File: src/rtl/core/saq_pkg.sv
package saq_pkg;

    // Stream field widths
    localparam int IN_WIDTH  = 16;
    localparam int FRAC_BITS = 14;
    localparam int OUT_WIDTH = 16;
    localparam int IN_FIELDS = 9;
    localparam int IN_BITS   = IN_WIDTH * IN_FIELDS;
    localparam int IN_TDATA  = ((IN_BITS + 7) / 8) * 8;
    localparam int OUT_BITS  = 4 * OUT_WIDTH;
    localparam int OUT_TDATA = ((OUT_BITS + 7) / 8) * 8;
    localparam int KIND_W    = 3;

    // Internal fixed point: unit values carry QB fraction bits
    localparam int QB   = 30;
    localparam int NW   = QB + 4;       // signed normalizer input
    localparam int MW   = NW - 1;       // magnitude of a normalizer input
    localparam int BW   = QB + 1;       // aligned magnitude, at most 2^QB
    localparam int QW   = QB + 2;       // signed unit component
    localparam int DIVW = 2 * QB + 3;   // dividend width
    localparam int RW   = 2 * QB + 4;   // square root work width

    localparam longint Q_ONE       = longint'(1) << QB;
    localparam longint OPP_EPS     = 1074;
    localparam longint ZERO_LEN_SQ = 1152922;

    // Queue between front and back
    localparam int FIFO_DEPTH = 4;
    localparam int PTR_W      = $clog2(FIFO_DEPTH);
    localparam int CNT_W      = PTR_W + 1;

    // Sideband carried along the normalizer
    localparam int TAG_W = 3 * IN_WIDTH + 2;

    typedef enum logic [KIND_W-1:0] {
        KIND_SAME    = 3'd0,
        KIND_OPP_FB  = 3'd1,
        KIND_OPP_GEN = 3'd2,
        KIND_GENERAL = 3'd3,
        KIND_ZERO    = 3'd4
    } kind_t;

    typedef logic signed [IN_WIDTH-1:0] comp_t;

    typedef struct packed {
        comp_t sx;
        comp_t sy;
        comp_t sz;
        comp_t dx;
        comp_t dy;
        comp_t dz;
        comp_t fx;
        comp_t fy;
        comp_t fz;
        logic  zero_in;
        logic  has_fb;
    } rec_t;

    typedef logic signed [NW-1:0] nval_t;
    typedef nval_t nvec_t [4];
    typedef logic signed [QW-1:0] qval_t;
    typedef qval_t qvec_t [4];
    typedef logic [TAG_W-1:0] tag_t;

endpackage

File: src/rtl/core/saq_fifo.sv
module saq_fifo
    import saq_pkg::*;
(
    input  logic clk,
    input  logic rst_n,
    input  logic wr_valid,
    output logic wr_ready,
    input  rec_t wr_data,
    output logic rd_valid,
    input  logic rd_ready,
    output rec_t rd_data
);

    rec_t             mem [FIFO_DEPTH];
    logic [PTR_W-1:0] wr_ptr_reg;
    logic [PTR_W-1:0] rd_ptr_reg;
    logic [CNT_W-1:0] count_reg;
    logic             do_wr;
    logic             do_rd;

    assign wr_ready = (count_reg != CNT_W'(FIFO_DEPTH));
    assign rd_valid = (count_reg != '0);
    assign do_wr    = wr_valid && wr_ready;
    assign do_rd    = rd_valid && rd_ready;
    assign rd_data  = mem[rd_ptr_reg];

    // Advance pointers and occupancy
    always_ff @(posedge clk or negedge rst_n)
    begin
        if (!rst_n)
        begin
            wr_ptr_reg <= '0;
            rd_ptr_reg <= '0;
            count_reg  <= '0;
        end
        else
        begin
            if (do_wr)
            begin
                wr_ptr_reg <= wr_ptr_reg + PTR_W'(1);
            end
            if (do_rd)
            begin
                rd_ptr_reg <= rd_ptr_reg + PTR_W'(1);
            end
            if (do_wr && !do_rd)
            begin
                count_reg <= count_reg + CNT_W'(1);
            end
            else if (do_rd && !do_wr)
            begin
                count_reg <= count_reg - CNT_W'(1);
            end
        end
    end

    always_ff @(posedge clk)
    begin
        if (do_wr)
        begin
            mem[wr_ptr_reg] <= wr_data;
        end
    end

endmodule

File: config.mk
export PLATFORM = sky130hd
export DESIGN_NAME = saq_fifo
export DESIGN_NICKNAME = d
export VERILOG_FILES = /design/src/rtl/core/saq_pkg.sv /design/src/rtl/core/saq_fifo.sv
export SDC_FILE = /design/constraint.sdc
export NUM_CORES = 1
export LEC_CHECK = 0
export ABC_CLOCK_PERIOD_IN_PS = 5200
export BUFFER_PORTS_ARGS = -buffer_cell sky130_fd_sc_hd__buf_2
export CAP_MARGIN = 5
export CORE_ASPECT_RATIO = 1.2
export CORE_MARGIN = 2
export CORE_UTILIZATION = 57
export DETAILED_ROUTE_END_ITERATION = 7
export PLACE_DENSITY = 0.79
export SYNTH_ARGS = -nofsm -noshare
export SYNTH_HDL_FRONTEND = slang
export SYNTH_SLANG_ARGS = --single-unit
File: constraint.sdc
create_clock -name clk -period 5.2 [get_ports clk]
set_input_delay 1.04 -clock clk [delete_from_list [all_inputs] [get_ports clk]]
set_output_delay 1.04 -clock clk [all_outputs]
set_load 0.03 [all_outputs]
Word level (Yosys, flattened, before mapping)
Memory sizes are Yosys's and may differ from the RTL's.
Index checks and enable logic that the tools add are counted.
Storage, ports and cells
  word-level logic and storage cells: 21
  memories kept: 1
  bits in writable memories: 584
  register bits after elaboration: 7
  input bits: 150
  output and inout bits: 148
Memory list
  mem: words 4, bits a word 146, rd ports 1, clocked after Yosys merged registers in 0, write ports 1, RTL line saq_fifo.sv:14  | rec_t mem [FIFO_DEPTH];
Operators by class
  add/sub/neg operators: 4
  reductions and logical operators: 8
  mux-type cells: 4
  equal/unequal tests: 1
Operators with widths (count)
  $mux W3: 2
  $add A2 B1 Y2 const B: 2
  $logic_and A1 B1 Y1: 4
  $add A3 B1 Y3 const B: 1
  $ne A3 B3 Y1 const B: 1
  $reduce_bool A3 Y1: 1
  $sub A3 B1 Y3 const B: 1
  $logic_not A1 Y1: 2
  $mux W1: 2
  $reduce_bool A2 Y1: 1

Depth between registers and ports, before layout
Gate-level depths: netlist (run 1).
  depth after elaboration: 6
  gate-level depth with buffers: 8
  mapped depth without buffers: 8

Worst setup path before layout (run 1)
Ideal clock, no wire load.
  kind: input to register
  start point: in wr_valid
  end point: mem mem[2][0] (netlist name), enable pin
  arrival: 4691 ps
  library setup time: 523 ps
  required time: 4677 ps
  path slack: -14 ps
  stages: 2
  cells stage by stage: a21boi_2 > and2_1
Between the ends
  cells in the longest elaborated chain, start to end: 3
Ends and longest elaborated chain
  start: declaration: RTL line saq_fifo.sv:6  | input logic wr_valid,
  $logic_and A1 B1 Y1: RTL line saq_fifo.sv:23  | assign do_wr = wr_valid && wr_ready;
  $mux W1: RTL line saq_fifo.sv:59  | if (do_wr)
  $mux W1 (not written as such): RTL line saq_fifo.sv:61  | mem[wr_ptr_reg] <= wr_data;
  end: declaration: RTL line saq_fifo.sv:14
No other way between the ends.

==> results of run 1 <==
## metal layers
| metal | part of all wire | wire length, um |
|---|---|---|
| met1 | 0.38 | 14650 |
| met2 | 0.52 | 20250 |
| met3 | 0.077 | 2996 |
| met4 | 0.027 | 1065 |
| met5 | 0.0012 | 46 |
## cells in the final DEF, fill, tap and decap left out, types with 2 or more instances in the layout
cell type / count
edfxtp_1: 584
buf_2: 297
mux4_2: 146
clkbuf_16: 55
clkbuf_1: 13
clkinv_1: 11
diode_2: 10
clkinv_2: 9
buf_4: 7
buf_12: 6
ha_1: 5
dfrtp_1: 5
and2_4: 4
xnor2_1: 4
inv_1: 3
nor2_1: 2
nand2_1: 2
mux2_2: 2
xor2_1: 2
clkinv_4: 2
bufinv_16: 2
dfrtp_4: 2
## through the flow
stage	power (mW)	worst slack, ns
floorplan	10.73	1.610
global placement	11.98	2.034
detailed placement	12.05	2.050
CTS	15.68	1.448
global route	16.10	1.385
finish	15.46	1.513
## final cells by class
type,instances,area (sq um),area share
clock buffers,68,1425,0.05671
diodes,10,25.02,0.0009957
inverters,3,11.26,0.0004481
multi-input cells,171,3518,0.1400
clock inverters,25,172.7,0.006870
repair buffers,310,1659,0.06602
flip-flops and latches,591,17720,0.7051
well taps,480,600.6,0.02390
## cell families (layout without fill, tap and decap cells)
group           count (synthesis)  in the layout  synth area share
compound gates                  1              1         0.0005216
xor+xnor                        6              6          0.002434
fa+ha+maj                       6              6          0.003825
buf+inv                        36            406           0.01710
flops                         591            591            0.8204
mux                           148            148            0.1533
other cells                     0             10                 0
simple gates                   10             10          0.002376
## power by group through the flow
stage	logic (mW)	registers (mW)	clock network (mW)
6_report	5.27	6.58	3.62
5_1_grt	5.57	6.66	3.87
4_1_cts	5.38	6.60	3.70
3_5_place_dp	5.36	6.70	0
3_3_place_gp	5.35	6.64	0
2_1_floorplan	4.16	6.57	0
## worst max-delay path by stage
stage	startpoint	to	slack, ns	cells past startpoint
2_1_floorplan	wr_valid	mem[0][0]	1.61	2
3_3_place_gp	wr_valid	mem[0][69]	2.03	4
3_5_place_dp	wr_valid	mem[0][56]	2.05	4
4_1_cts	rd_ptr_reg[1]	rd_data[32]	1.45	3
5_1_grt	rd_ptr_reg[1]	rd_data[32]	1.39	3
6_report	rd_ptr_reg[1]	rd_data[32]	1.51	3
## worst reg2reg max path: cells and delay by family (launching register included)
| kind | cells | cell delay [ns] |
|---|---|---|
| and+or+nand+nor | 2 | 0.88 |
| buffers and inverters | 1 | 0.49 |
| DFF | 1 | 0.43 |
| AOI/OAI and AO/OA | 1 | 0.33 |
==> run metrics, run 1 <==
Chip Height 217.2 um; worst hold slack 0.2987 ns; clock skew 0.01432 ns; vias in the first global route 10230; worst skew pair latency 0.56 ns; antenna violations before repair 11; Comb power frac 0.341; number of port buffers 297; final core utilization 0.6689; routed vias 9528; final wirelength 39000 um; worst endpoint required time 4.16 ns; switching portion of total power 0.3407; Worst path slowest cell dfrtp_4; RSZ-0062 raised after global routing false; clock network power share 0.234; slew margin rel. 0.3866; crit-path max FO 54; crit start category flop; HP Class in2async; top-count cell post-synth edfxtp_1; Fmax achieved 0.2712 GHz; Final Hold Viols 0; M3 GR Usage 0.06024; clk slew on worst S/H paths 0.06 ns; Post-synth top cells edfxtp_1 (584), mux4_2 (146), buf_2 (14); Synth top area share 0.8123; worst r2r path cells 4; Final nets 1287; Peak supply drop 0.5103 mV; share of synthesized registers carrying an async set or reset 0.01184; Mean Syn Cell Area 27.05 sq um; Top Usage Layer GRT met2; Lkg Pwr 8.517 nW; Detailed Place HPWL 22810 um; largest net degree at the start of global routing 113; FF-to-FF End mem[0][25]; hold-fix buffer count after cts 0; max incr delay on CP 0.91 ns; DRT Pass-1 Iters 7; Mapped Cells 798; WL per Instance 23.52 um; Die W 181.7 um; crit path capture type output port; first-pass GRT wire length 58710 um; Finished Cell Area 25130 sq um; Starting DRT DRC Count 573; Max Slew Vio Count 0; CP arrival 2.65 ns; CTS tree yes; Post-Syn Nets 954; number of synthesized register bits 591; internal power 10.19 mW; Core Rows 78; Period Utilization, post-route 0.7090; GRT Residual Overflow 0; Setup Fix Bufs, Post-CTS 0; Sequential Power Share 0.426; ranking of synthesized cells by area edfxtp_1 (81%), mux4_2 (15%), buf_12 (1.0%), dfrtp_1 (0.81%), buf_2 (0.32%); placed insts 1555; dominant cell type by area after synthesis edfxtp_1; crit path cell chain buf_4, mux4_2, buf_2; via-per-instance ratio 5.747; Sw Pwr 5.268 mW; Fin Setup TNS 0 ns; met2 usage 0.3433; Placed Area 23510 sq um; CTS Root Cell clkbuf_16; synthesized cell area 21590 sq um; Critical path buffers and inverters 2; gr usage total 0.1985; Fillers 2311; FF-to-FF setup slack 2.68 ns; YS warnings 0; CTS H-tree depth 2; GR Layer Usage met1 0.2423; remaining antenna violation count 0; sequential fraction of the synthesis area 0.8204; Area Growth Syn to Fin 16.41%; worst-margin pin slew 0.9201 ns; core area 37570 sq um; PwrDens 615.2 nW/um^2; max FFs per register 584; Post-synth EDFFs 584; Distinct cells, synth 20; Die ar. 39460 sq um; Final Setup Violations 0; CTS sink count 591; most used flip-flop cell after synthesis edfxtp_1; MaxCap Viol Count 0; Initial Util 0.5746; Post-CTS Resized 0; routability congestion estimate 0.7303; CP delay by family, top flip-flops; CTS Buffer Depth 3; status complete, no violations; Tmin final 3.687 ns; Residual DRC 0; I/O pin count 298; TritonCTS buffer count 54; layout cell share with drive strength beyond 1 0.4572; type of the worst setup path reg2out; r2r startpoint count_reg[0]; Finished Layout Cells 1658
Note: power is estimated with default switching activity, not from simulation.
==> run 2: changes to the inputs <==
--- a/config.mk
+++ b/config.mk
@@ -5,14 +5,14 @@
 export SDC_FILE = /design/constraint.sdc
 export NUM_CORES = 1
 export LEC_CHECK = 0
-export ABC_CLOCK_PERIOD_IN_PS = 5200
+export ABC_CLOCK_PERIOD_IN_PS = 3100
 export BUFFER_PORTS_ARGS = -buffer_cell sky130_fd_sc_hd__buf_2
 export CAP_MARGIN = 5
 export CORE_ASPECT_RATIO = 1.2
 export CORE_MARGIN = 2
-export CORE_UTILIZATION = 57
+export CORE_UTILIZATION = 51
 export DETAILED_ROUTE_END_ITERATION = 7
-export PLACE_DENSITY = 0.79
+export PLACE_DENSITY = 0.75
 export SYNTH_ARGS = -nofsm -noshare
 export SYNTH_HDL_FRONTEND = slang
 export SYNTH_SLANG_ARGS = --single-unit
==> constraint.sdc (replaced) <==
create_clock -name clk -period 3.1 [get_ports clk]
set_input_delay 0.62 -clock clk [delete_from_list [all_inputs] [get_ports clk]]
set_output_delay 0.62 -clock clk [all_outputs]
set_load 0.03 [all_outputs]
==> run metrics, run 2 (same netlist as run 1, synthesis figures left out) <==
worst-margin pin slew 0.6369 ns; type of the worst setup path reg2out; antenna violations before repair 10; number of port buffers 297; Die ar. 44000 sq um; layout cell share with drive strength beyond 1 0.4671; Starting DRT DRC Count 632; DRT Pass-1 Iters 4; Tmin final 2.876 ns; Max Slew Vio Count 0; first-pass GRT wire length 60020 um; CTS tree yes; gr usage total 0.1825; max incr delay on CP 0.59 ns; crit start category flop; CTS Buffer Depth 3; Post-CTS Resized 0; routed vias 9571; register area 17720 sq um; slew margin rel. 0.5754; Detailed Place HPWL 23380 um; RSZ-0062 raised after global routing false; CTS Root Cell clkbuf_16; crit path capture type output port; Final Hold Viols 0; clock skew 0.01450 ns; Die W 191.8 um; Initial Util 0.5170; Residual DRC 0; PwrDens 1040 nW/um^2; clk slew on worst S/H paths 0.06 ns; TritonCTS buffer count 54; CP delay by family, top buffers and inverters; core area 41760 sq um; Final Setup Violations 0; Core Rows 82; remaining antenna violation count 0; CTS sink count 591; worst endpoint required time 2.48 ns; status complete, no violations; dpl ws 0.7801 ns; commonest non-fill, non-tap cell in the layout edfxtp_1; WL per Instance 22.69 um; crit-path max FO 53; crit path cell chain buf_12, mux4_2, buf_2; Area Growth Syn to Fin 18.30%; routability congestion estimate 0.7085; CTS H-tree depth 2; CP arrival 2.26 ns; Peak supply drop 0.7412 mV; placed insts 1629; worst setup margin 0.2244 ns; vias in the first global route 10310; max FFs per register 584; via-per-instance ratio 5.516; Chip Height 229.4 um; largest net degree at the start of global routing 95; most frequent cells in the layout edfxtp_1 (584), buf_2 (297), mux4_2 (146); Fmax achieved 0.3478 GHz; GRT Residual Overflow 0; worst skew pair latency 0.56 ns; Fillers 2788; Finished Layout Cells 1735; Lkg Pwr 8.656 nW; Worst path slowest cell mux4_2; HP Class in2reg; Multi-input gate area 3518 sq um; Final nets 1296; MaxCap Viol Count 0; I/O pin count 298; final wirelength 39370 um; Critical path buffers and inverters 2; Period Utilization, post-route 0.9276; Fin Setup TNS 0 ns
[run 2: changes by cell type in the layout (fill, tap and decap cells not counted)]
cell and change:
clkinv_2 +2, clkinv_1 +4, buf_12 +11, bufinv_16 +3, diode_2 -5, buf_4 -3, inv_6 +1, clkinvlp_4 +5
dlygate4sd3_1 +1, clkbuf_1 -8
[run 2: path summary, 6_finish.rpt]
path	startpoint	end	slack, ns	depth (start not counted)
max	rd_ptr_reg[0]	rd_data[55]	0.22	3
min	wr_data[1]	mem[1][1]	0.27	1
max reg2reg	count_reg[1]	count_reg[2]	0.95	8
min reg2reg	count_reg[2]	count_reg[2]	0.53	1
max in group asynchronous	rst_n	rd_ptr_reg[1]	2.48	2
min in group asynchronous	rst_n	count_reg[2]	0.43	2
[run 2: where the power goes]
group | internal [mW] | leakage [nW] | total, mW | switching, mW
Sequential | 10.6 | 5.43 | 10.9 | 0.384
Clock | 3.66 | 0.839 | 6.38 | 2.72
Combinational | 3.36 | 2.39 | 9.24 | 5.88
Total | 17.6 | 8.66 | 26.6 | 8.99
[run 2: routing by layer]
metal / vias up / track usage / wire, um
li1: 4163 / - / -
met1: 5010 / 0.2356 / 15150
met2: 312 / 0.3013 / 20200
met3: 74 / 0.05424 / 3099
met4: 12 / 0.05457 / 862
met5: - / 0 / 66
[run 2: metrics by stage]
step                      cell area [sq um]  total power, mW  hold WS, ns    util
after floorplan                       21590            18.00       0.3244       -
after detailed placement              23790            20.53       0.4704  0.5697
after global routing                  25540            27.74       0.2384  0.6116
after global placement                23790            20.41       0.4654  0.5697
after CTS                             25530            26.93       0.2249  0.6113
final                                 25540            26.56       0.2668  0.6116
[run 2: final cells by class]
cell class | count | area share
tap | 546 | 0.02675
sequential | 591 | 0.6938
clock inverter | 40 | 0.01308
timing repair buffer | 319 | 0.07309
multi-input combinational | 171 | 0.1378
inverter | 3 | 0.0004409
clock buffer | 60 | 0.05462
antenna | 5 | 0.0004899
[run 2: what timing repair did]
item / 4_1_cts / 5_1_grt
endpoints found under the hold margin: 7 / 0
buffers inserted: 0 / 0
endpoints found under the setup margin: 0 / 0
hold buffers: 1 / 0
[run 2: worst register-to-register path, stage by stage (launching register included)]
cell and delay [ns]:
dfrtp_1 0.42, or3_1 0.46, nand2_1 0.14, ha_1 0.20, inv_1 0.06, fa_1 0.37
xor2_1 0.15, nor2_1 0.11, xor2_1 0.16
==> run 3: changes to the inputs <==
==> config.mk (replaced) <==
export PLATFORM = sky130hd
export DESIGN_NAME = saq_fifo
export DESIGN_NICKNAME = d
export VERILOG_FILES = /design/src/rtl/core/saq_pkg.sv /design/src/rtl/core/saq_fifo.sv
export SDC_FILE = /design/constraint.sdc
export NUM_CORES = 1
export LEC_CHECK = 0
export ABC_CLOCK_PERIOD_IN_PS = 3630
export CAP_MARGIN = 5
export CORE_ASPECT_RATIO = 1.2
export CORE_MARGIN = 2
export CORE_UTILIZATION = 55
export DETAILED_ROUTE_END_ITERATION = 7
export DONT_BUFFER_PORTS = 1
export PLACE_DENSITY = 0.7
export SYNTH_ARGS = -nofsm -noshare
export SYNTH_HDL_FRONTEND = slang
export SYNTH_SLANG_ARGS = --single-unit
==> constraint.sdc (replaced) <==
create_clock -name clk -period 3.63 [get_ports clk]
set_input_delay 0.726 -clock clk [delete_from_list [all_inputs] [get_ports clk]]
set_output_delay 0.726 -clock clk [all_outputs]
set_load 0.03 [all_outputs]
==> run metrics, run 3 (same netlist as run 1, synthesis figures left out) <==
Period Utilization, post-route 0.8439; Chip Height 221.0 um; TritonCTS buffer count 53; CTS Buffer Depth 3; worst hold slack 0.2454 ns; Peak supply drop 0.6472 mV; worst skew pair latency 0.57 ns; min-delay src wr_data[105]; core area 38750 sq um; most frequent cells in the layout edfxtp_1 (584), mux4_2 (146), clkbuf_16 (53); status complete, no violations; number of port buffers 0; hold-fix buffer count after cts 1; vias in the first global route 8969; Post-CTS Resized 0; PwrDens 900.7 nW/um^2; r2r startpoint count_reg[0]; routed vias 8296; GRT Residual Overflow 0; crit path cell chain buf_4, mux4_2; clock skew 0.01526 ns; Final nets 990; MaxCap Viol Count 0; max FFs per register 584; Fmax achieved 0.3264 GHz; clk slew on worst S/H paths 0.07 ns; commonest non-fill, non-tap cell in the layout edfxtp_1; Die W 184.9 um; CTS H-tree depth 2; hold path cells 0; Worst path slowest cell dfrtp_4; # diodes 0; gr usage total 0.1905; Residual DRC 0; Starting DRT DRC Count 566; slew margin rel. 0.3333; final core utilization 0.6151; crit start category flop; Area Growth Syn to Fin 10.39%; worst r2r path cells 8; Detailed Place HPWL 22920 um; crit path capture type output port; worst-margin pin slew 1.000 ns; CTS Root Cell clkbuf_16; Max Slew Vio Count 0; remaining antenna violation count 0; via-per-instance ratio 5.917; Final Setup Violations 0; DRT Pass-1 Iters 4; Lkg Pwr 7.416 nW; CP arrival 2.34 ns; Initial Util 0.5572; I/O pin count 298; Die ar. 40860 sq um; crit-path max FO 47; final wirelength 38360 um; FF-to-FF End count_reg[2]; Fillers 2585; routability congestion estimate 0.7265; HP Class in2reg; Fin Setup TNS 0 ns; antenna violations before repair 0; layout cell share with drive strength beyond 1 0.2808; Final Hold Viols 0; type of the worst setup path reg2out; largest net degree at the start of global routing 147; worst endpoint required time 2.90 ns; Critical path origin rd_ptr_reg[1]; Placed Area 22160 sq um; Tmin final 3.063 ns; Setup Fix Bufs, Post-CTS 0; max incr delay on CP 0.93 ns; RSZ-0062 raised after global routing false; first-pass GRT wire length 57370 um; Finished Cell Area 23830 sq um; Critical path buffers and inverters 1; FF-to-FF setup slack 1.26 ns; CTS sink count 591; CP delay by family, top flip-flops; Hold Path Sink mem[2][105]; WL per Instance 27.36 um; CTS tree yes; Core Rows 79
## run 3: worst max-delay path by stage
stage,end,slack [ns],depth (start not counted)
2_1_floorplan,mem[0][0],0.35,2
3_3_place_gp,mem[3][124],1.19,3
3_5_place_dp,mem[1][117],1.15,3
4_1_cts,rd_data[108],0.53,2
5_1_grt,rd_data[45],0.47,2
6_report,rd_data[45],0.57,2
## run 3: cell type report
type                    instances  area (sq um)  area share
clock inverters                38         319.1     0.01339
multi-input cells             171          3518      0.1476
repair buffers                 14         257.7     0.01081
clock buffers                  59          1349     0.05659
flip-flops and latches        591         17720      0.7435
inverters                       3         11.26   0.0004725
well taps                     526         658.1     0.02761
## run 3: routing by layer
layer  track usage  share of wire  vias to the layer above
li1              -              -                     3529
met1        0.2292           0.35                     4411
met2        0.3174           0.52                      296
met3       0.07834           0.10                       60
met4       0.05556          0.025                        0
met5             0              0                        -
## run 3: power breakdown
part	internal, mW	leakage, nW	switching [mW]
clock	3.03	0.824	2.28
sequential	9.03	5.43	0.434
combinational	2.09	1.16	4.60
total	14.1	7.42	7.32
## run 3: through the flow
stage                     worst slack (ns)  power [mW]  instances
final                               0.5666       21.47       1402
after global routing                0.4716       22.31       1402
after CTS                           0.5295       21.77       1402
after detailed placement             1.149       16.45       1304
after global placement               1.186       16.21       1304
after floorplan                     0.3539       15.37        798
## run 3: worst register-to-register path, delay by kind of cell, from the launching register on
kind	cells	cell delay [ns]
XOR/XNOR	2	0.32
AND/OR/NAND/NOR	3	0.86
flip-flops	1	0.43
buffers and inverters	1	0.07
adder cells (fa/ha/maj)	2	0.59
