===== src/rtl/core/saq_pkg.sv =====
package saq_pkg;

    // Stream field widths
    localparam int IN_WIDTH  = 16;
    localparam int FRAC_BITS = 14;
    localparam int OUT_WIDTH = 16;
    localparam int IN_FIELDS = 9;
    localparam int IN_BITS   = IN_WIDTH * IN_FIELDS;
    localparam int IN_TDATA  = ((IN_BITS + 7) / 8) * 8;
    localparam int OUT_BITS  = 4 * OUT_WIDTH;
    localparam int OUT_TDATA = ((OUT_BITS + 7) / 8) * 8;
    localparam int KIND_W    = 3;

    // Internal fixed point: unit values carry QB fraction bits
    localparam int QB   = 30;
    localparam int NW   = QB + 4;       // signed normalizer input
    localparam int MW   = NW - 1;       // magnitude of a normalizer input
    localparam int BW   = QB + 1;       // aligned magnitude, at most 2^QB
    localparam int QW   = QB + 2;       // signed unit component
    localparam int DIVW = 2 * QB + 3;   // dividend width
    localparam int RW   = 2 * QB + 4;   // square root work width

    localparam longint Q_ONE       = longint'(1) << QB;
    localparam longint OPP_EPS     = 1074;
    localparam longint ZERO_LEN_SQ = 1152922;

    // Queue between front and back
    localparam int FIFO_DEPTH = 4;
    localparam int PTR_W      = $clog2(FIFO_DEPTH);
    localparam int CNT_W      = PTR_W + 1;

    // Sideband carried along the normalizer
    localparam int TAG_W = 3 * IN_WIDTH + 2;

    typedef enum logic [KIND_W-1:0] {
        KIND_SAME    = 3'd0,
        KIND_OPP_FB  = 3'd1,
        KIND_OPP_GEN = 3'd2,
        KIND_GENERAL = 3'd3,
        KIND_ZERO    = 3'd4
    } kind_t;

    typedef logic signed [IN_WIDTH-1:0] comp_t;

    typedef struct packed {
        comp_t sx;
        comp_t sy;
        comp_t sz;
        comp_t dx;
        comp_t dy;
        comp_t dz;
        comp_t fx;
        comp_t fy;
        comp_t fz;
        logic  zero_in;
        logic  has_fb;
    } rec_t;

    typedef logic signed [NW-1:0] nval_t;
    typedef nval_t nvec_t [4];
    typedef logic signed [QW-1:0] qval_t;
    typedef qval_t qvec_t [4];
    typedef logic [TAG_W-1:0] tag_t;

endpackage


===== src/rtl/core/saq_front.sv =====
module saq_front
    import saq_pkg::*;
(
    input  logic                clk,
    input  logic                rst_n,
    input  logic                in_valid,
    output logic                in_ready,
    input  logic [IN_TDATA-1:0] in_data,
    output logic                push_valid,
    input  logic                push_ready,
    output rec_t                push_rec
);

    logic valid_reg;
    rec_t rec_reg;
    rec_t rec_next;

    // Unpack the request and flag zero vectors and a missing fallback axis
    always_comb
    begin
        rec_next.sx = in_data[0*IN_WIDTH +: IN_WIDTH];
        rec_next.sy = in_data[1*IN_WIDTH +: IN_WIDTH];
        rec_next.sz = in_data[2*IN_WIDTH +: IN_WIDTH];
        rec_next.dx = in_data[3*IN_WIDTH +: IN_WIDTH];
        rec_next.dy = in_data[4*IN_WIDTH +: IN_WIDTH];
        rec_next.dz = in_data[5*IN_WIDTH +: IN_WIDTH];
        rec_next.fx = in_data[6*IN_WIDTH +: IN_WIDTH];
        rec_next.fy = in_data[7*IN_WIDTH +: IN_WIDTH];
        rec_next.fz = in_data[8*IN_WIDTH +: IN_WIDTH];
        rec_next.zero_in = (in_data[0 +: 3*IN_WIDTH] == '0)
                        || (in_data[3*IN_WIDTH +: 3*IN_WIDTH] == '0);
        rec_next.has_fb  = (in_data[6*IN_WIDTH +: 3*IN_WIDTH] != '0);
    end

    assign in_ready   = !valid_reg || push_ready;
    assign push_valid = valid_reg;
    assign push_rec   = rec_reg;

    // Hold one classified request until the queue takes it
    always_ff @(posedge clk or negedge rst_n)
    begin
        if (!rst_n)
        begin
            valid_reg <= 1'b0;
        end
        else if (in_valid && in_ready)
        begin
            valid_reg <= 1'b1;
        end
        else if (push_ready)
        begin
            valid_reg <= 1'b0;
        end
    end

    always_ff @(posedge clk)
    begin
        if (in_valid && in_ready)
        begin
            rec_reg <= rec_next;
        end
    end

endmodule


===== config.mk =====
export PLATFORM = sky130hd
export DESIGN_NAME = saq_front
export DESIGN_NICKNAME = d
export VERILOG_FILES = /design/src/rtl/core/saq_pkg.sv /design/src/rtl/core/saq_front.sv
export SDC_FILE = /design/constraint.sdc
export NUM_CORES = 1
export LEC_CHECK = 0
export CAP_MARGIN = 20
export CORE_ASPECT_RATIO = 1.4
export CORE_MARGIN = 2
export CORE_UTILIZATION = 35
export CTS_BUF_LIST = sky130_fd_sc_hd__clkbuf_4
export DETAILED_ROUTE_END_ITERATION = 8
export DONT_BUFFER_PORTS = 1
export PLACE_DENSITY = 0.5
export SETUP_SLACK_MARGIN = 0.02
export SYNTH_ARGS = -nofsm -noshare
export SYNTH_HDL_FRONTEND = slang
export SYNTH_SLANG_ARGS = --single-unit

===== constraint.sdc =====
create_clock -name clk -period 5.6 [get_ports clk]
set_clock_uncertainty 0.15 [all_clocks]
set_input_delay 1.12 -clock clk [delete_from_list [all_inputs] [get_ports clk]]
set_output_delay 1.12 -clock clk [all_outputs]
set_load 0.05 [all_outputs]

# After elaboration in Yosys (flattened, before gate mapping)
# Index checks and enable logic that the tools add are counted.
# word_totals
inputBits,148
wordCells,22
ff_bits,147
out_inout_bits,148
# op_classes
reduce_logical,8
muxes,2
# ops
op,count
48-bit logical NOT,2
48-bit nonzero test,1
1-bit logical OR,2
1-bit 2-to-1 mux,2
2-bit nonzero test,1
1-bit logical AND,1
1-bit logical NOT,1

# Longest topological paths before layout
# Gate-level depths: netlist (run 1).
# depth
depth_word,4
ltp_mapped,4
depth_no_buf,4

# Least setup slack after synthesis (run 1)
# Ideal clock, no wire load.
# synth_timing
path_type,input to register
start,in push_ready
end,reg rec_reg (netlist bit push_rec[0]) (enable)
t_arrival_ps,5002
n_path_buf,0
setup_ps,522
path_stages,2
t_required_ps,4928
path_slack_ps,-74
cell_sequence,nand2b_1 and2_1
# synth_via
elab_chain_len,2
# synth_lines
item,line,text
start: declaration,saq_front.sv:10,"input logic push_ready,"
1-bit logical OR,saq_front.sv:35,assign in_ready = !valid_reg || push_ready;
1-bit logical AND,saq_front.sv:58,if (in_valid && in_ready)
end signal: assignment,saq_front.sv:60,rec_reg <= rec_next;
end: declaration,saq_front.sv:15,rec_t rec_reg;
# Every way passes these cells.
# A chain may end at the register's enable or synchronous reset.

# Final worst setup path (run 1)
# layout_timing
start,"reg valid_reg, in the netlist push_valid"
end,out in_ready
# layout_via
elab_chain_len,2
# layout_lines
item,line,text
start: declaration,saq_front.sv:14,logic valid_reg;
start signal: assignment,saq_front.sv:44,valid_reg <= 1'b0;
start signal: assignment,saq_front.sv:48,valid_reg <= 1'b1;
start signal: assignment,saq_front.sv:52,valid_reg <= 1'b0;
1-bit logical NOT,saq_front.sv:35,
1-bit logical OR,saq_front.sv:35,
end: declaration,saq_front.sv:7,"output logic in_ready,"
# Every way passes these cells.

==> results of run 1 <==
[logic make-up (layout without fill, tap and decap cells)]
kind of cell | count (synthesis) | in the layout | share of synthesized area, %
buffers and inverters | 0 | 33 | 0
other | 0 | 1 | 0
and+or+nand+nor | 50 | 50 | 6.74
AOI/OAI and AO/OA | 1 | 1 | 0.159
DFF | 147 | 147 | 93.1
[through the flow]
step / hold WS (ns) / setup slack, ns / power [mW]
floorplan: 0.674 / 1.52 / 1.56
global placement: 0.674 / 2.64 / 1.57
finish: 0.166 / 2.74 / 2.20
CTS: 0.103 / 2.67 / 2.23
global route: 0.0888 / 2.64 / 2.28
detailed placement: 0.674 / 2.63 / 1.57
[cell type report]
class / count / area [sq um]
clock inverter: 14 / 154
clock buffer: 18 / 135
fill: 1202 / 8050
sequential: 147 / 4410
tap: 182 / 228
antenna: 1 / 2.50
multi-input combinational: 51 / 329
timing repair buffer: 1 / 20.0
[worst min path at each step]
stage / from / to / slack (ns) / cells after the start
CTS: rst_n / push_valid$_DFFE_PN0P_ / 0.10 / 0
global placement: rst_n / push_valid$_DFFE_PN0P_ / 0.67 / 0
floorplan: rst_n / push_valid$_DFFE_PN0P_ / 0.67 / 0
detailed placement: rst_n / push_valid$_DFFE_PN0P_ / 0.67 / 0
global route: rst_n / push_valid$_DFFE_PN0P_ / 0.09 / 0
finish: rst_n / push_valid$_DFFE_PN0P_ / 0.17 / 0
[sequential cells by signal, summed over array words and instances (netlist names)]
signal and cells:
push_valid 1, push_rec 146
[cell usage after synthesis]
cell type | n | area [sq um]
or3_1 | 2 | 12.5
nor4_1 | 35 | 219
dfrtp_1 | 1 | 25.0
nor4_2 | 1 | 12.5
edfxtp_1 | 146 | 4380
o31ai_1 | 1 | 7.51
nand4_1 | 9 | 56.3
nand2b_1 | 2 | 12.5
and2_1 | 1 | 6.26
[power by group through the flow]
stage / Clock (mW) / Sequential, mW / Combinational [mW]
6_report: 0.652 / 1.51 / 0.0372
2_1_floorplan: 0 / 1.53 / 0.0268
3_5_place_dp: 0 / 1.54 / 0.0378
5_1_grt: 0.717 / 1.52 / 0.0408
3_3_place_gp: 0 / 1.54 / 0.0370
4_1_cts: 0.679 / 1.51 / 0.0380
[layer usage]
layer / routed length, um / share of wire [%] / GRT usage (%)
met4: 251 / 2.4 / 7.02
met2: 5520 / 53 / 23.2
met5: 0 / 0 / 0
met1: 3310 / 32 / 12.8
met3: 1390 / 13 / 8.33
[layout by cell type, fill, tap and decap left out, drive strengths merged, types with 2 or more instances in the layout]
cell,instances
nor4,36
nand2b,2
clkbuf,18
bufinv,2
inv,3
clkinvlp,2
or3,2
nand4,9
edfxtp,146
clkinv,7
==> results, run 1 <==
- The run finished with clean final reports.
- The max-cap check violation count is 0.
- The first-iteration detailed-routing DRC count is 76.
- The CTS root buffer is clkbuf_4.
- The final antenna-violating net count is 0.
- In this run the worst setup path terminates at in_ready.
- The synthesized area divided by synthesized cell count is about 24 sq um.
- The number of levels the H-tree was split into is 4.
- The post-route minimum period is between 2 and 3 ns.
- The floorplan has 50 rows.
- TritonCTS built the clock tree.
- The final critical path takes up 51.1% of the cycle.
- The required time of the critical path is between 4 and 5 ns.
- The number of gates resized after CTS was 0.
- The die covers approximately 14000 sq um.
- The cell count of the worst reg-to-reg path is 3.
- The leakage power is 1.59 nW.
- The final-report setup violation count is 0.
- The congestion estimate from routability-driven global placement came to slightly above 0.8.
- The area of the placeable core is roughly 13000 sq um.
- The start of the worst register-to-register path is push_valid$_DFFE_PN0P_.
- The startpoint of the most critical setup path is push_valid$_DFFE_PN0P_.
- The total power per unit cell area is 417 nW/um^2.
- The min-delay analysis places its worst path in the category input pin to asynchronous set/reset pin.
- The all-layer global routing usage is a little over an eighth.
- The per-cell via count in the routed design is about 5.2.
- Summed over all nets, the half-perimeter wirelength after detailed placement is about 8000 um.
- The highest-delay cell along the critical path is dfrtp_1.
- The total overflow left after global routing is 0.
- CTS saw between 100 and 150 sinks.
- Broken down by cell family, the worst path's largest delay share belongs to flip-flops.
- The critical path contains buffers and inverters numbering 0 combined.
- From synthesis to final layout, the design area changed by 11.4%.
- Registers are responsible for 68.7% of the overall power.
- Entering global routing, the biggest net connects approximately 150 pins.
- The final layout contains routed wiring with a total length of roughly 10000 um.
- The effective utilization at floorplan is between 30% and 40%.
- The count of state elements after synthesis is 147.
- The signal on the critical path passes through nand2b_1.
- The achievable clock frequency is about 350 MHz.
- The clock share of power is 29.6%.
- Once the clock tree was built, the setup fixing pass inserted 0 buffers.
- Synthesis instantiated 9 different standard cells from the library.
- The synthesized netlist occupies a cell area of ~4700 sq um.
- The instance count after placement with tap cells included is between 300 and 400.
- Summing all placed instances gives a cell area of between 4000 and 5000 sq um.
- The number of nets in the final layout is ~370.
- The clock latency of the later-clocked register in the worst-skew pair is 0.48 ns.
- Once layout is complete, the utilization of the core stands at 39.6%.
- The I/O pin total is between 200 and 300.
- The final instance count without filler cells is around 410.
- In this run the number of cells on the critical path is 1.
- Setup slack on the worst reg-to-reg path comes out at ~3.0 ns.
- The initial antenna violation count came to 1.
- The width of the die is between 100 and 150 um.
- The share of the Yosys chip area taken by registers is between 90 and 100%.
- The worst setup path is of the flop to output port kind.
- The critical path startpoint category is a flop.
- The count of warnings emitted by yosys is 0.
- The worst relative slew slack is 41.7%.
- Counting every net in the synthesized netlist gives around 350.
- In the routed design, unresolved DRC markers number 0.
- The synthesized instance count is between 150 and 200.
- The detailed-route via count is 2146.
- In this run, the combinational gates consume under 10% of the power.
- The first global-routing pass estimated 13700 um of wire.
- The number of CTS-inserted buffers is 17.
- In this run, post-CTS hold repair placed 0 buffers.
- The share of total power consumed by net switching is 28.6%.
- The worst-case clock buffer depth is 2.
- The count of input and output buffers is 0.
- The number of failing hold endpoints at the final stage was 0.
- The number of global-route vias before repair is approximately 2300.
- The capturing element type of the critical path is an output port.
- Setup repair after global routing left no endpoint under its margin.
- The height of the chip is between 100 and 150 um.
- IR analysis of the VDD net gives a maximum drop of ~0.13 mV.
- The first-pass iteration count of the detailed router is 4.
- The share of cells above drive strength 1 is between 10% and 20%.
- The average routed wire per standard cell is about 25 um.
- The longest individual stage delay on the worst path is 0.66 ns.
- STA puts the critical path data arrival time at around 1.6 ns.
- The internal portion of the total power is about 1.6 mW.
- At the pin with the least slew margin, the transition time is about 0.87 ns.
- Summed over all failing endpoints, the final setup total negative slack is 0 ns.
- The clock edge transition at the registers on the reported setup and hold paths is ~0.11 ns.
- In this run the critical register-to-register path is captured at push_rec[104]$_DFFE_PP_.
- The final cell area excluding filler cells is about 5300 sq um.
- The maximum fanout along the worst path is 3.
- The max-slew violation total from the final report came to 0.
- The switching component of the power is ~630 uW.
Power figures use the tool's default switching activity.
==> run 2: changes to the inputs <==
- PLACE_DENSITY: 0.5 -> 0.52
- clock period: 5.6 -> 2.5 ns (I/O delays scaled with it)
==> results, run 2 <==
- The number of buffers inserted for hold repair after clock tree synthesis is 101.
- The post-cts repair resize count is 0.
- For this configuration, the core starts out at a cell density of 35.5%.
- The most used flip-flop cell after synthesis is edfxtp_1.
- Measured along the y axis, the die boundary spans approximately 140 um.
- Routability-driven placement finished with a final weighted congestion of 0.789.
- The clock passes through at most 2 buffers.
- The async set-or-reset flop fraction in the synthesized netlist is less than 1%.
- Synthesis produced a netlist with a net count of around 350.
- The first error in the log reads "[ERROR RSZ-0060] Max buffer count reached".
- The portion of the post-synthesis area used by sequential elements is between 90% and 100%.
- CTS built an H-tree with a depth of 4.
- The width of the die is 102 um.
- The tree is rooted in a clkbuf_4.
- Counting distinct cell types in the post-synthesis netlist gives 9.
- Once placement completed, the tool counted placed cells totaling between 300 and 400.
- The flow halted during clock tree synthesis (4_1_cts).
- By count the netlist is led by edfxtp_1, nor4_1, nand4_1, nand2b_1, or3_1.
- Once the clock tree was built, the setup fixing pass inserted 0 buffers.
- Counting flops with a built-in enable in the synthesized netlist gives around 150.
- Ranked by total cell area, the synthesized netlist is headed by edfxtp_1, nor4_1, nand4_1.
- By instance count, the leading cell after synthesis is edfxtp_1.
- The biggest area contributor in the post-synthesis netlist is edfxtp_1.
- The cell area that synthesis handed to floorplanning was 4740 sq um.
- The count of input and output buffers is 0.
- The synthesized instance count is between 150 and 200.
- The number of CTS-inserted buffers is 17.
- Yosys printed 0 warnings.
- The standard-cell row count is 50.
- The I/O pin total is roughly 300.
- Counting flops and latches in the post-synthesis netlist gives 147.
- The average instance in the mapped netlist occupies 23.9 sq um.
- The clock net in this run drives a total of about 150 sinks.
- The detailed placement HPWL is ~8000 um.
- The share of the synthesized area in the top cell type is ~93%.
- The flow did not finish.
[run 2: cell counts after synthesis]
No cell type changed its count.
[run 2: cell families after synthesis]
kind of cell    Yosys count  share of synthesized area [%]
compound gates            1                          0.159
flops                   147                           93.1
simple gates             50                           6.74
[run 2: through the flow]
stage                     setup slack, ns  hold WS, ns  util [%]  cell area [sq um]
after detailed placement            0.412       0.0544      37.6               5010
after global placement              0.397       0.0545      37.6               5010
after floorplan                    0.0997       0.0544         -               4750
==> run 3: changes to the inputs <==
- CORE_ASPECT_RATIO: 1.4 -> default
- CORE_UTILIZATION: 35 -> 20
- CTS_BUF_LIST: sky130_fd_sc_hd__clkbuf_4 -> default
- PLACE_DENSITY: 0.52 -> default
- PLACE_DENSITY_LB_ADDON: default -> 0.15
- SETUP_SLACK_MARGIN: 0.02 -> default
- clock period: 2.5 -> 3.25 ns (I/O delays scaled with it)
==> results, run 3 (same netlist as run 1, synthesis figures left out) <==
- The number of global-route vias before repair is roughly 2400.
- The longest individual stage delay on the worst path is just over 0.6 ns.
- IR analysis of the VDD net gives a maximum drop of about 0.22 mV.
- The first-iteration detailed-routing DRC count is between 100 and 150.
- At the worst endpoint, the required time is between 3 and 4 ns.
- For the pin with the worst max-slew slack, the measured transition is slightly above 0.7 ns.
- For the worst-skew pair, the clock arrives at the later sink with an insertion delay of 0.41 ns.
- The initial antenna violation count is 0.
- STA classifies the critical path startpoint as a flop.
- The detailed-route wire length on metal 1 is between 4000 and 5000 um.
- The endpoint arrival time on the critical path is 2.29 ns.
- The internal power of the cells totals ~3.6 mW.
- Buffers added to address setup during post-CTS repair amount to 0.
- The worst min-delay path startpoint is in_data[32].
- Across every metal layer, demand over resource in global routing totals ~9.2%.
- The run finished with clean final reports.
- At the end of the flow, the number of nets in the layout was between 300 and 400.
- The post-cts repair resize count is 0.
- For this run, design rule violations remaining after detail routing come to 0.
- The first-pass iteration count of the detailed router is 4.
- Leaving out fill and tap cells, the most frequent cells in the layout are edfxtp_1, nor4_1, clkbuf_16.
- The critical path goes through nand2b_1 > buf_4 > and2_4 > buf_12.
- The die is around 160 um tall.
- The slowest stage of the critical path belongs to the cell and2_4.
- The maximum number of pins on one net before global-route repair is 42.
- The width of the die is approximately 160 um.
- The final-report setup violation count is 0.
- The number of failing hold endpoints at the final stage was 0.
- The count of input and output buffers is 0.
- The type of the setup path with the least slack is flop to flop.
- Clock tree synthesis inserted a total of 17 buffers.
- The number of levels the H-tree was split into is 4.
- Power spread over the standard cell area amounts to 813 nW/um^2.
- After the flow finishes, the layout carries non-filler instances totaling 561.
- The share of total power dissipated in sequential elements is approximately 54%.
- Once detailed placement completed, the half-perimeter wirelength came to approximately 9200 um.
- The final route contains 2174 vias.
- The area added between synthesis and finish is 24.7%.
- The final critical path takes up a little under three quarters of the cycle.
- In this run the worst path has a maximum fanout of a little over 40.
- The routed wire length is 11800 um.
- 0 antenna diodes ended up in the layout.
- The average routed wire per standard cell is 21.0 um.
- TritonCTS built the clock tree.
- Setup repair after global routing left no endpoint under its margin.
- The number of flip-flops under the largest register name is 146.
- The start of the worst register-to-register path is push_valid$_DFFE_PN0P_.
- The clock network accounts for 43.9% of the total power.
- The switching component of the power is about 1.2 mW.
- The capturing element type of the critical path is a flop.
- The most common cell after layout, fill and taps aside is edfxtp_1.
- The effective utilization at floorplan is about a fifth.
- The tool flagged a number of max-cap violations equal to 0.
- The routability congestion estimate from global placement is just over 0.7.
- The total met2 wirelength after detailed routing is just under 6000 um.
- The amount of wire on met3 after detailed routing is roughly 1500 um.
- The leakage power is 1.80 nW.
- The area of the placeable core is ~23000 sq um.
- The post-route minimum period is roughly 2.3 ns.
- For this design, the sink count on the clock tree is ~150.
- The final total negative setup slack is 0 ns.
- After detailed routing, the number of vias per cell comes to a little under 4.
- The worst relative slew slack is a little over 50%.
- The first-pass GRT wire length is 16000 um.
- Static timing analysis puts the maximum clock frequency at 428 MHz.
- The number of buffers and inverters on the critical path is 2.
- Signal routing reaches up to met4.
- After global routing the overflow that remains totals 0.
- The share of cells above drive strength 1 is a little under a fifth.
- The part of the total power dissipated in combinational logic is between 1.5 and 2%.
- The I/O pin total is roughly 300.
- The final antenna-violating net count is 0.
- In this run, placement finished with an instance count of 528.
- Of the total power, the share spent switching nets is 25.7%.
- No sink is reached through more buffers than the 2 on the longest clock path.
- The max-slew violation total from the final report is 0.
- The startpoint of the most critical setup path is push_valid$_DFFE_PN0P_.
- The tightest min-delay check is of the input pin to flop type.
- The die covers 24900 sq um.
- The cell family contributing the most delay on the critical path is simple AND/OR/NAND/NOR gates.
- The clock edge transition at the registers on the reported setup and hold paths is ~0.070 ns.
- Clock tree synthesis selected as its root buffer the cell clkbuf_16.
- Row generation in the floorplan step produced 56 rows.
run 3: what timing repair did:
item | 4_1_cts | 5_1_grt
endpoints found under the setup margin | 0 | 0
hold endpoints to repair | 1 | 0
hold buffers | 1 | 0
run 3: area by class of cell:
class	count	area, sq um
Fill cell	2333	17400
Sequential cell	147	4410
Clock buffer	19	443
Tap cell	319	399
Multi-Input combinational cell	51	329
Clock inverter	13	194
Timing Repair Buffer	12	130
run 3: worst paths after layout:
path	slack, ns	depth (start not counted)	to
max in group asynchronous	2.57	1	push_valid$_DFFE_PN0P_
min in group asynchronous	0.29	1	push_valid$_DFFE_PN0P_
worst max-delay path	0.91	4	push_rec[19]$_DFFE_PP_
worst max register to register	0.91	4	push_rec[19]$_DFFE_PP_
worst min-delay path	0.18	0	push_rec[98]$_DFFE_PP_
worst min register to register	0.89	3	push_valid$_DFFE_PN0P_
run 3: worst reg2reg max path: stages, from the launching register on:
cell	delay, ns
dfrtp_1	0.56
nand2b_1	0.16
buf_4	0.21
and2_4	0.61
buf_12	0.32
run 3: power by group through the flow:
| stage | Clock, mW | Combinational (mW) | Sequential [mW] |
|---|---|---|---|
| 4_1_cts | 2.18 | 0.0883 | 2.61 |
| 6_report | 2.11 | 0.0859 | 2.61 |
| 3_3_place_gp | 0 | 0.0856 | 2.66 |
| 2_1_floorplan | 0 | 0.0469 | 2.63 |
| 5_1_grt | 2.26 | 0.0956 | 2.62 |
| 3_5_place_dp | 0 | 0.0872 | 2.65 |
run 3: routing by layer:
| metal | vias up | track usage, % |
|---|---|---|
| li1 | 914 | - |
| met1 | 1085 | 9.66 |
| met2 | 169 | 15.1 |
| met3 | 6 | 5.50 |
| met4 | 0 | 3.90 |
| met5 | - | 0 |
run 3: metrics by stage:
| stage | power (mW) | util [%] | area (sq um) | hold WS (ns) | setup slack, ns |
|---|---|---|---|---|---|
| floorplan | 2.68 | - | 4740 | 0.204 | 0.409 |
| global placement | 2.74 | 22.5 | 5260 | 0.204 | 0.875 |
| detailed placement | 2.74 | 22.5 | 5260 | 0.204 | 0.863 |
| CTS | 4.88 | 25.3 | 5900 | 0.153 | 0.874 |
| global route | 4.97 | 25.3 | 5900 | 0.145 | 0.778 |
| finish | 4.80 | 25.3 | 5900 | 0.179 | 0.911 |
